## src/rtl/dmf_pkg.sv

```systemverilog
// Package: shared types and constants for the duplicate and missing finder.
`default_nettype none
package dmf_pkg;

   localparam int MaxItemsDefault = 64;
   localparam int ValueWidth      = 7;

   localparam logic [1:0] CountOne  = 2'd1;
   localparam logic [1:0] CountMany = 2'd2;

   typedef enum logic [1:0] {
      KIND_DUP     = 2'd0,
      KIND_MISSING = 2'd1,
      KIND_NONE    = 2'd2
   } kind_type;

   typedef struct packed {
      logic [ValueWidth-1:0] value;
      logic                  last_item;
   } req_type;

   typedef struct packed {
      kind_type              kind;
      logic [ValueWidth-1:0] found_value;
      logic                  last_result;
   } rsp_type;

   // controller to datapath
   typedef struct packed {
      logic accept;
      logic scan_en;
      logic scan_miss;
      logic finish;
   } cmd_type;

   // datapath to controller
   typedef struct packed {
      logic scan_at_end;
   } stat_type;

endpackage
`default_nettype wire

```

## src/rtl/dmf_ram.sv

```systemverilog
// Generic single write port RAM with registered read.
`default_nettype none
module dmf_ram #(
   parameter int Width = 2,
   parameter int Depth = 64
) (
   input  wire logic                     clock,
   input  wire logic                     wr_en,
   input  wire logic [$clog2(Depth)-1:0] wr_addr,
   input  wire logic [Width-1:0]         wr_data,
   input  wire logic [$clog2(Depth)-1:0] rd_addr,
   output logic      [Width-1:0]         rd_data
);

   logic [Width-1:0] mem [Depth];
   logic [Width-1:0] rd_data_ff;

   always_ff @(posedge clock) begin
      if (wr_en) begin
         mem[wr_addr] <= wr_data;
      end
      rd_data_ff <= mem[rd_addr];
   end

   assign rd_data = rd_data_ff;

endmodule
`default_nettype wire

```

## src/rtl/dmf_ctrl.sv

```systemverilog
// Controller: load, two scan passes, drain and finish.
`default_nettype none
module dmf_ctrl (
   input  wire logic              clock,
   input  wire logic              reset,
   input  wire logic              start,
   input  wire logic              last_item,
   input  wire dmf_pkg::stat_type stat,
   output dmf_pkg::cmd_type       cmd,
   output logic                   busy
);
   import dmf_pkg::*;

   typedef enum logic [4:0] {
      ST_LOAD   = 5'b00001,
      ST_DUP    = 5'b00010,
      ST_MISS   = 5'b00100,
      ST_DRAIN  = 5'b01000,
      ST_FINISH = 5'b10000
   } state_type;

   state_type state_ff, state_in;
   logic      accept;

   assign accept = start && (state_ff == ST_LOAD);

   always_comb begin
      state_in = state_ff;
      case (state_ff)
         ST_LOAD: begin
            if (accept && last_item) state_in = ST_DUP;
         end
         ST_DUP: begin
            if (stat.scan_at_end) state_in = ST_MISS;
         end
         ST_MISS: begin
            if (stat.scan_at_end) state_in = ST_DRAIN;
         end
         ST_DRAIN:  state_in = ST_FINISH;
         ST_FINISH: state_in = ST_LOAD;
         default:   state_in = ST_LOAD;
      endcase
   end

   always_ff @(posedge clock) begin
      if (reset) begin
         state_ff <= ST_LOAD;
      end else begin
         state_ff <= state_in;
      end
   end

   always_comb begin
      cmd.accept    = accept;
      cmd.scan_en   = (state_ff == ST_DUP) || (state_ff == ST_MISS);
      cmd.scan_miss = (state_ff == ST_MISS);
      cmd.finish    = (state_ff == ST_FINISH);
   end

   assign busy = (state_ff != ST_LOAD);

endmodule
`default_nettype wire

```

## src/rtl/dmf_datapath.sv

```systemverilog
// Datapath: item counter, seen bits, count RAM, scan pipeline and result register.
`default_nettype none
module dmf_datapath #(
   parameter int MaxItems = dmf_pkg::MaxItemsDefault
) (
   input  wire logic             clock,
   input  wire logic             reset,
   input  wire dmf_pkg::cmd_type cmd,
   input  wire dmf_pkg::req_type req,
   output dmf_pkg::stat_type     stat,
   output logic                  rsp_strobe,
   output dmf_pkg::rsp_type      rsp
);
   import dmf_pkg::*;

   localparam int AddrWidth = $clog2(MaxItems);
   localparam int CntWidth  = $clog2(MaxItems + 1);

   logic [CntWidth-1:0]  items_ff, items_in;
   logic [MaxItems-1:0]  seen_ff, seen_in;
   logic [CntWidth-1:0]  idx_ff, idx_in;

   logic                 eval_vld_ff, eval_miss_ff;
   logic [AddrWidth-1:0] eval_addr_ff;
   logic [CntWidth-1:0]  eval_idx_ff;

   logic                 pend_vld_ff, pend_vld_in;
   rsp_type              pend_ff, pend_in;
   logic                 strobe_ff, strobe_in;
   rsp_type              rsp_ff, rsp_in;

   logic                 counted;
   logic [AddrWidth-1:0] wr_addr;
   logic [1:0]           wr_data;
   logic                 wr_en;
   logic [AddrWidth-1:0] rd_addr;
   logic [1:0]           rd_data;
   logic                 hit;
   rsp_type              found;

   // loading: a set bit means seen at least once; the RAM then marks the second sighting
   assign counted = cmd.accept && (items_ff < CntWidth'(MaxItems));
   assign wr_addr = AddrWidth'(req.value - 1'b1);
   assign wr_en   = counted && (req.value != '0) &&
                    (req.value <= ValueWidth'(MaxItems));
   assign wr_data = seen_ff[wr_addr] ? CountMany : CountOne;
   assign rd_addr = AddrWidth'(idx_ff - 1'b1);

   dmf_ram #(
      .Width (2),
      .Depth (MaxItems)
   ) u_count_ram (
      .clock   (clock),
      .wr_en   (wr_en),
      .wr_addr (wr_addr),
      .wr_data (wr_data),
      .rd_addr (rd_addr),
      .rd_data (rd_data)
   );

   assign stat.scan_at_end = (idx_ff == items_ff);

   always_comb begin
      items_in = items_ff;
      seen_in  = seen_ff;
      if (cmd.finish) begin
         items_in = '0;
         seen_in  = '0;
      end else if (counted) begin
         items_in = items_ff + 1'b1;
         if (wr_en) seen_in[wr_addr] = 1'b1;
      end
   end

   always_comb begin
      if (cmd.scan_en && !stat.scan_at_end) idx_in = idx_ff + 1'b1;
      else if (cmd.scan_en || !cmd.finish)  idx_in = CntWidth'(1);
      else                                  idx_in = idx_ff;
   end

   // evaluate the entry read last cycle
   always_comb begin
      if (eval_miss_ff) hit = eval_vld_ff && !seen_ff[eval_addr_ff];
      else              hit = eval_vld_ff && seen_ff[eval_addr_ff] && (rd_data == CountMany);
      found.kind        = eval_miss_ff ? KIND_MISSING : KIND_DUP;
      found.found_value = ValueWidth'(eval_idx_ff);
      found.last_result = 1'b0;
   end

   // one result is held back so the final one can be flagged
   always_comb begin
      pend_vld_in = pend_vld_ff;
      pend_in     = pend_ff;
      strobe_in   = 1'b0;
      rsp_in      = pend_ff;
      if (cmd.finish) begin
         strobe_in   = 1'b1;
         pend_vld_in = 1'b0;
         if (pend_vld_ff) begin
            rsp_in.last_result = 1'b1;
         end else begin
            rsp_in.kind        = KIND_NONE;
            rsp_in.found_value = '0;
            rsp_in.last_result = 1'b1;
         end
      end else if (hit) begin
         strobe_in   = pend_vld_ff;
         pend_vld_in = 1'b1;
         pend_in     = found;
      end
   end

   always_ff @(posedge clock) begin
      if (reset) begin
         items_ff    <= '0;
         seen_ff     <= '0;
         idx_ff      <= CntWidth'(1);
         eval_vld_ff <= 1'b0;
         pend_vld_ff <= 1'b0;
         strobe_ff   <= 1'b0;
      end else begin
         items_ff    <= items_in;
         seen_ff     <= seen_in;
         idx_ff      <= idx_in;
         eval_vld_ff <= cmd.scan_en;
         pend_vld_ff <= pend_vld_in;
         strobe_ff   <= strobe_in;
      end
   end

   always_ff @(posedge clock) begin
      eval_miss_ff <= cmd.scan_miss;
      eval_addr_ff <= rd_addr;
      eval_idx_ff  <= idx_ff;
      pend_ff      <= pend_in;
      rsp_ff       <= rsp_in;
   end

   assign rsp_strobe = strobe_ff;
   assign rsp        = rsp_ff;

endmodule
`default_nettype wire

```

## src/rtl/duplicate_and_missing_finder_top.sv

```systemverilog
// Top level of the duplicate and missing finder.
//
// Items of a set enter on req with start; one is taken at each clock edge where
// start is high and busy is low, so a set loads at one item per cycle. The item
// with req.last_item set closes the set; with n the number of items kept (at
// most MAX_ITEMS, later items of the set are dropped) the block then scans
// 1..n twice through the count RAM, one entry per cycle: first for values seen
// twice or more, then for values never seen. busy stays high after the closing
// item through both passes, the drain state and the finish state. Results come
// out on rsp with rsp_strobe high for one cycle each, duplicates first, then
// missing values, both ascending; a set with neither gives a none-found result.
// The last result of a set carries rsp.last_result; it appears as busy drops.
// The receiver cannot stall; results must be taken as they are strobed.
// Reset clears the item count and the seen bits at once, so the block is ready
// as soon as reset drops; the item count and the seen bits are cleared the same
// way after each set.
`default_nettype none
module duplicate_and_missing_finder_top #(
   parameter int MAX_ITEMS = dmf_pkg::MaxItemsDefault
) (
   input  wire logic             clock,
   input  wire logic             reset,
   input  wire logic             start,
   output logic                  busy,
   input  wire dmf_pkg::req_type req,
   output logic                  rsp_strobe,
   output dmf_pkg::rsp_type      rsp
);
   import dmf_pkg::*;

   cmd_type  cmd;
   stat_type stat;

   dmf_ctrl u_ctrl (
      .clock     (clock),
      .reset     (reset),
      .start     (start),
      .last_item (req.last_item),
      .stat      (stat),
      .cmd       (cmd),
      .busy      (busy)
   );

   dmf_datapath #(
      .MaxItems (MAX_ITEMS)
   ) u_datapath (
      .clock      (clock),
      .reset      (reset),
      .cmd        (cmd),
      .req        (req),
      .stat       (stat),
      .rsp_strobe (rsp_strobe),
      .rsp        (rsp)
   );

   a_close_goes_busy: assert property (@(posedge clock) disable iff (reset)
      start && !busy && req.last_item |=> busy)
      else $error("closing item did not start the scan");

   a_none_is_last: assert property (@(posedge clock) disable iff (reset)
      rsp_strobe && (rsp.kind == KIND_NONE) |-> rsp.last_result)
      else $error("none-found result not flagged last");

   a_idle_only_last: assert property (@(posedge clock) disable iff (reset)
      rsp_strobe && !busy |-> rsp.last_result)
      else $error("non-final result while loading");

   a_gap_after_last: assert property (@(posedge clock) disable iff (reset)
      rsp_strobe && rsp.last_result |=> !rsp_strobe)
      else $error("result follows the final result of a set");

endmodule
`default_nettype wire
```

## config.mk

```make
export PLATFORM = sky130hd
export DESIGN_NAME = duplicate_and_missing_finder_top
export DESIGN_NICKNAME = d
export VERILOG_FILES = /design/src/rtl/dmf_pkg.sv /design/src/rtl/dmf_ram.sv /design/src/rtl/dmf_ctrl.sv /design/src/rtl/dmf_datapath.sv /design/src/rtl/duplicate_and_missing_finder_top.sv
export SDC_FILE = /design/constraint.sdc
export NUM_CORES = 1
export LEC_CHECK = 0
export BUFFER_PORTS_ARGS = -buffer_cell sky130_fd_sc_hd__buf_4
export CAP_MARGIN = 20
export CORE_ASPECT_RATIO = 0.9
export CORE_MARGIN = 2
export CORE_UTILIZATION = 25
export CTS_CLUSTER_DIAMETER = 60
export CTS_CLUSTER_SIZE = 28
export DETAILED_ROUTE_END_ITERATION = 10
export SLEW_MARGIN = 5
export SYNTH_ARGS = -nofsm -noshare
export SYNTH_HDL_FRONTEND = slang
export SYNTH_SLANG_ARGS = --single-unit
```

## constraint.sdc

```tcl
create_clock -name clock -period 7.4 [get_ports clock]
set_clock_uncertainty 0.2 [all_clocks]
set_input_delay 1.11 -clock clock [delete_from_list [all_inputs] [get_ports clock]]
set_output_delay 1.11 -clock clock [all_outputs]
set_load 0.005 [all_outputs]
```

Yosys cells after proc, flatten, opt, wreduce, memory -nomap -nowiden --
Memories as Yosys holds them, arrays and structs flattened. A register that Yosys moved wholly into a read port is not among the register bits. Index checks and enable logic that the tools add are counted.
Operators by class: multiplexer cells 21, reduce and logical (&&, ||, !) cells 21, add/sub/neg operators 4, bitwise gates (word level) 2, magnitude comparators 5, equal/unequal tests 11
Operators by type and width (number):
- $or 64x64->64 | 1
- $pmux 5 s4 | 1
- $mux 5 | 3
- $add 7x1->7 const B | 2
- $lt 6x7->1 const B | 2
- $mux 7 | 2
- $bmux 1 s6 | 2
- $sub 6x1->6 const B | 2
- $logic_and 1x1->1 | 10
- $mux 10 | 1
- $mux 1 | 9
- $mux 9 | 1
- $eq 7x7->1 | 1
- $le 7x7->1 const B | 1
- $lt 7x7->1 const B | 1
- $reduce_bool 7->1 | 1
- $demux 1 s6 | 1
- $ge 6x1->1 const B | 1
- $eq 5x1->1 const B | 1
- $eq 5x2->1 const B | 1
- $eq 5x3->1 const B | 1
- $eq 5x4->1 const B | 1
- $eq 5x5->1 const B | 1
- $ne 5x1->1 const B | 1
- 11 further kinds | 16
Storage, ports and cells: memories kept 1, flip-flop bits (word level) 119, output and inout bits 12, memory bits (writable) 128
Memories:
- u_datapath.u_count_ram.mem | words 64, width 2, read ports 1, clocked after memory_dff 1, write ports 1, line dmf_ram.sv:15 | logic [Width-1:0] mem [Depth];

Logic depth before layout (Yosys ltp) --
word-level depth 7, depth in mapped cells 12, depth with buffers taken out 9

By module --
From an unflattened synthesis, not the netlist that was laid out.
Second synthesis, totals: cell total of the unflattened synthesis 899, area, all modules 10695.3 um2
By module, submodules not included:
- dmf_ram | cells each 324, area each 5397.7 um2, times used 1
- dmf_datapath | cells each 542, area each 5007.3 um2, times used 1
- dmf_ctrl | cells each 33, area each 290.3 um2, times used 1

Least setup slack after synthesis --
No wires, ideal clock.
path type input to register, from input port req[1] in the netlist's numbering, to memory u_datapath.u_count_ram.mem[0][0], data pin, required time 6636 ps, cell stages on the path 9, data arrival time 4929 ps, setup slack 1707 ps, setup time 564 ps, cell sequence clkinv_1 > ha_1 > xor2_1 > mux2_2 > a221o_1 > o21ai_0 > o311ai_0 > and4_1 > mux2i_1
Between the ends: cells in the longest elaborated chain, start to end 4
Ends and longest elaborated chain:
- from (decl) | line duplicate_and_missing_finder_top.sv:25 | input wire dmf_pkg::req_type req,
- $sub 6x1->6 | line dmf_datapath.sv:43 | assign wr_addr = AddrWidth'(req.value - 1'b1);
- $bmux 1 s6 | line dmf_datapath.sv:46 | assign wr_data = seen_ff[wr_addr] ? CountMany : CountOne;
- $mux 1 (implied by the code) | line dmf_datapath.sv:46
- $mux 2 | line dmf_datapath.sv:46
- named net u_datapath.u_count_ram.wr_data[0] | line dmf_ram.sv:10 | input wire logic [Width-1:0] wr_data,
- to (decl) | line dmf_ram.sv:15
The timed path passes the listed nets, and every way through them passes these cells. The select of a mux whose other input is x is not followed.

Worst setup path in the final report --
from input port req[1] in the netlist's numbering, to memory u_datapath.u_count_ram.mem[55][0], data pin
Same word-level chain as after synthesis.

==> reports/qor.yml <==
dieArea_sq_mm: 0.0431
drtAntennaViolNets: 0
crit_chain: "buf_4, clkinv_1, ha_1, xor2_2, mux2_2, a221o_1, o21ai_0, o311ai_0, and4_1, mux2i_4, buf_4"
regToRegSetupSlack_ns: 3.95
dr_total_vias: 6063
ir_drop_mv: 0.154
cts_tree: "yes"
drive_above_1_share: 0.194
ys_async_sr_fraction: 0
layout_min_cycle_time_ns: 5.34
setup_viol_count_final: 0
drc: 0
tightest_slew_ns: 1.04
final_max_slew_viol_count: 0
tns_ns: 0
powerDensity_mw_per_mm2: 224
crit_path_max_fanout: 33
antenna_found_initial: 0
rsz0062_at_grt: "false"
clkLatencyLatePin_ns: 0.52
fin_crit_sh: 0.722
crit_top_cell: "buf_4"
drt-total-wl_microns: 23000
synth_seq_cells: 248
yosysWarnings: 0
place_hpwl_microns: 15400
synthTopCellsByArea: "edfxtp_1 (39%), dfxtp_1 (22%), mux4_2 (11%), o21a_1 (4.7%), nor2_1 (3.3%)"
synth_common_cells: "edfxtp_1 (136), dfxtp_1 (112), nor2_1 (91), o21a_1 (65), mux4_2 (51)"
avgSynthCellArea_sq_um: 13.9
placeableCoreArea_sq_mm: 0.0407
worstHoldEndpoint: "u_datapath.eval_idx_ff[6]"
cts_resized: 0
r2r_end: "u_datapath.pend_ff[3]"
slew_headroom: 0.308
timing.rr.start: "u_datapath.eval_addr_ff[0]"
start_util: 0.254
cp-start-kind: "primary input"
drtPass1Iterations: 5
min_path_cells: 0
synth.yosys.seq_area_share: 0.611
synth_largest_area_cell: "edfxtp_1"
grt_pass1_wl_microns: 35300
hold_viol: 0
die_w_microns: 219
cts_buffers: 15
cts_setup_buffers: 0
num-nets-final: 775
synthCells: 745
io_pins: 23
syn-num-nets: 761
root_buffer: "clkbuf_16"
track_usage: 0.107
grt_pass1_vias: 5601
final_core_util: 0.286
gr-total-overflow: 0
power_leakage_nw: 3.90
h-tree-depth: 1
clockBufferDepth: 3
slowest_delay_ns: 0.82
netlist-cell-type-count: 59
gp_congestion: 0.831
area_growth_pct: 12.4
arrival_ns: 5.44
synth_area_sq_mm: 0.0104
yosysMostFrequentCell: "edfxtp_1"
routedWlPerCell_microns: 17.6
crit_slowest_cell: "xor2_2"
worstHoldStart: "u_datapath.idx_ff[6]"
diodes: 0
maxCapViolations: 0
synth_top_area_share: 0.394
clk_pin_slew_ns: 0.09
die_h_microns: 197
hold_buffers: 0
synth_edf_count: 136
synth-main-ff-cell: "edfxtp_1"
criticalPathCategory: "primary input to flip-flop"
cp-end-kind: "flip-flop"
viasPerCell: 4.64
numPortBuffers: 22
cts_sinks: 248
rows: 70
fmax_mhz: 187
hp-class: "flip-flop to flip-flop"
grt_max_degree: 66
drt_iter0_drc: 594
reg2reg_depth: 6
worstPathRequired_ns: 7.50
status: "finished, final reports clean"
==> routing by layer <==
metal / up-vias / GRT usage / routed length [microns]
met5: - / 0 / 0
met4: 0 / 0.0217 / 330
met3: 25 / 0.0260 / 1620
met2: 204 / 0.156 / 9740
met1: 3006 / 0.161 / 11300
li1: 2828 / - / -
==> report_power, final <==
| part | internal [mW] | switching (mW) | total, mW |
|---|---|---|---|
| logic | 0.0562 | 0.121 | 0.177 |
| registers | 1.49 | 0.00841 | 1.50 |
| clock network | 0.416 | 0.512 | 0.929 |
==> worst max path at each step <==
stage	cells after the start	startpoint	endpoint	slack, ns
floorplan	9	req[1]	u_datapath.u_count_ram.mem[0][0]	1.71
global placement	11	req[1]	u_datapath.u_count_ram.mem[16][0]	1.85
detailed placement	11	req[1]	u_datapath.u_count_ram.mem[50][0]	1.63
CTS	11	req[1]	u_datapath.u_count_ram.mem[55][0]	2.17
global route	11	req[1]	u_datapath.u_count_ram.mem[55][0]	1.88
finish	11	req[1]	u_datapath.u_count_ram.mem[55][0]	2.06
==> per-stage QoR <==
step                      std cells  power, mW  hold WS [ns]  area, sq um  worst slack, ns
final                          1308       2.60         0.198        11600             2.06
after global routing           1308       2.69         0.220        11600             1.88
after CTS                      1307       2.62         0.199        11600             2.17
after detailed placement       1281       1.70         0.186        11100             1.63
after global placement         1281       1.70         0.190        11100             1.85
after floorplan                 745       1.65         0.126        10400             1.71
==> final cells by class <==
class,count,area [sq um]
Sequential cell,248,6330
Clock inverter,9,116
Tap cell,540,676
Timing Repair Buffer,32,253
Inverter,11,41.3
Multi-Input combinational cell,451,3830
Clock buffer,17,393
Fill cell,4092,29100
==> state kept, by name (all words and copies together), names as in the netlist <==
register and cells:
u_datapath.u_count_ram.mem 128, u_datapath.items_ff 7, u_datapath.rsp 10, u_datapath.eval_addr_ff 6
u_datapath.pend_vld_ff 1, u_datapath.eval_miss_ff 1, u_ctrl.state_ff 5, u_datapath.u_count_ram.rd_data 2
u_datapath.rsp_strobe 1, u_datapath.idx_ff 7, u_datapath.seen_ff 64, u_datapath.pend_ff 8
u_datapath.eval_idx_ff 7, u_datapath.eval_vld_ff 1
==> critical path: cells and delay by family <==
family / cells / cell delay, ns
AND/OR/NAND/NOR: 1 / 0.31
multiplexers: 2 / 1.13
XOR/XNOR: 1 / 0.82
AO/OA/AOI/OAI: 3 / 0.58
buffers and inverters: 3 / 1.06
adder cells (fa/ha/maj): 1 / 0.39
==> cell usage in the layout, fill, tap and decap left out, types with 3 or more instances in the layout <==
cell	synthesis	routed
o211ai_1	4	4
nand2b_1	4	4
and2_1	9	9
ha_1	5	5
nor2_1	91	90
xnor2_1	13	13
o21a_1	65	65
a21oi_1	12	12
a211oi_1	3	3
nand3b_1	5	5
mux2i_1	16	15
mux2_2	18	18
nor3b_1	6	6
buf_4	0	31
dfxtp_1	112	111
edfxtp_1	136	136
nand2_4	6	6
mux4_2	51	51
clkbuf_16	0	15
o22ai_1	3	3
o2bb2ai_1	4	4
nand4_1	5	5
xor2_1	18	17
nor3_1	6	6
nand2_1	47	47
inv_1	10	10
a221oi_1	9	9
o21ai_0	7	7
nand3_1	6	6
nor2_2	3	3
==> cell families (layout without fill, tap and decap cells) <==
group	count (synthesis)	in the layout	synth area share
DFF	248	248	0.611
AOI/OAI and AO/OA	120	120	0.0852
xor gates and xnor gates	31	31	0.0262
muxes	86	86	0.148
adders and majority gates	5	5	0.00604
and+or+nand+nor	209	209	0.102
buffers and inverters	46	69	0.0216
Note: power is estimated with default switching activity, not from simulation.
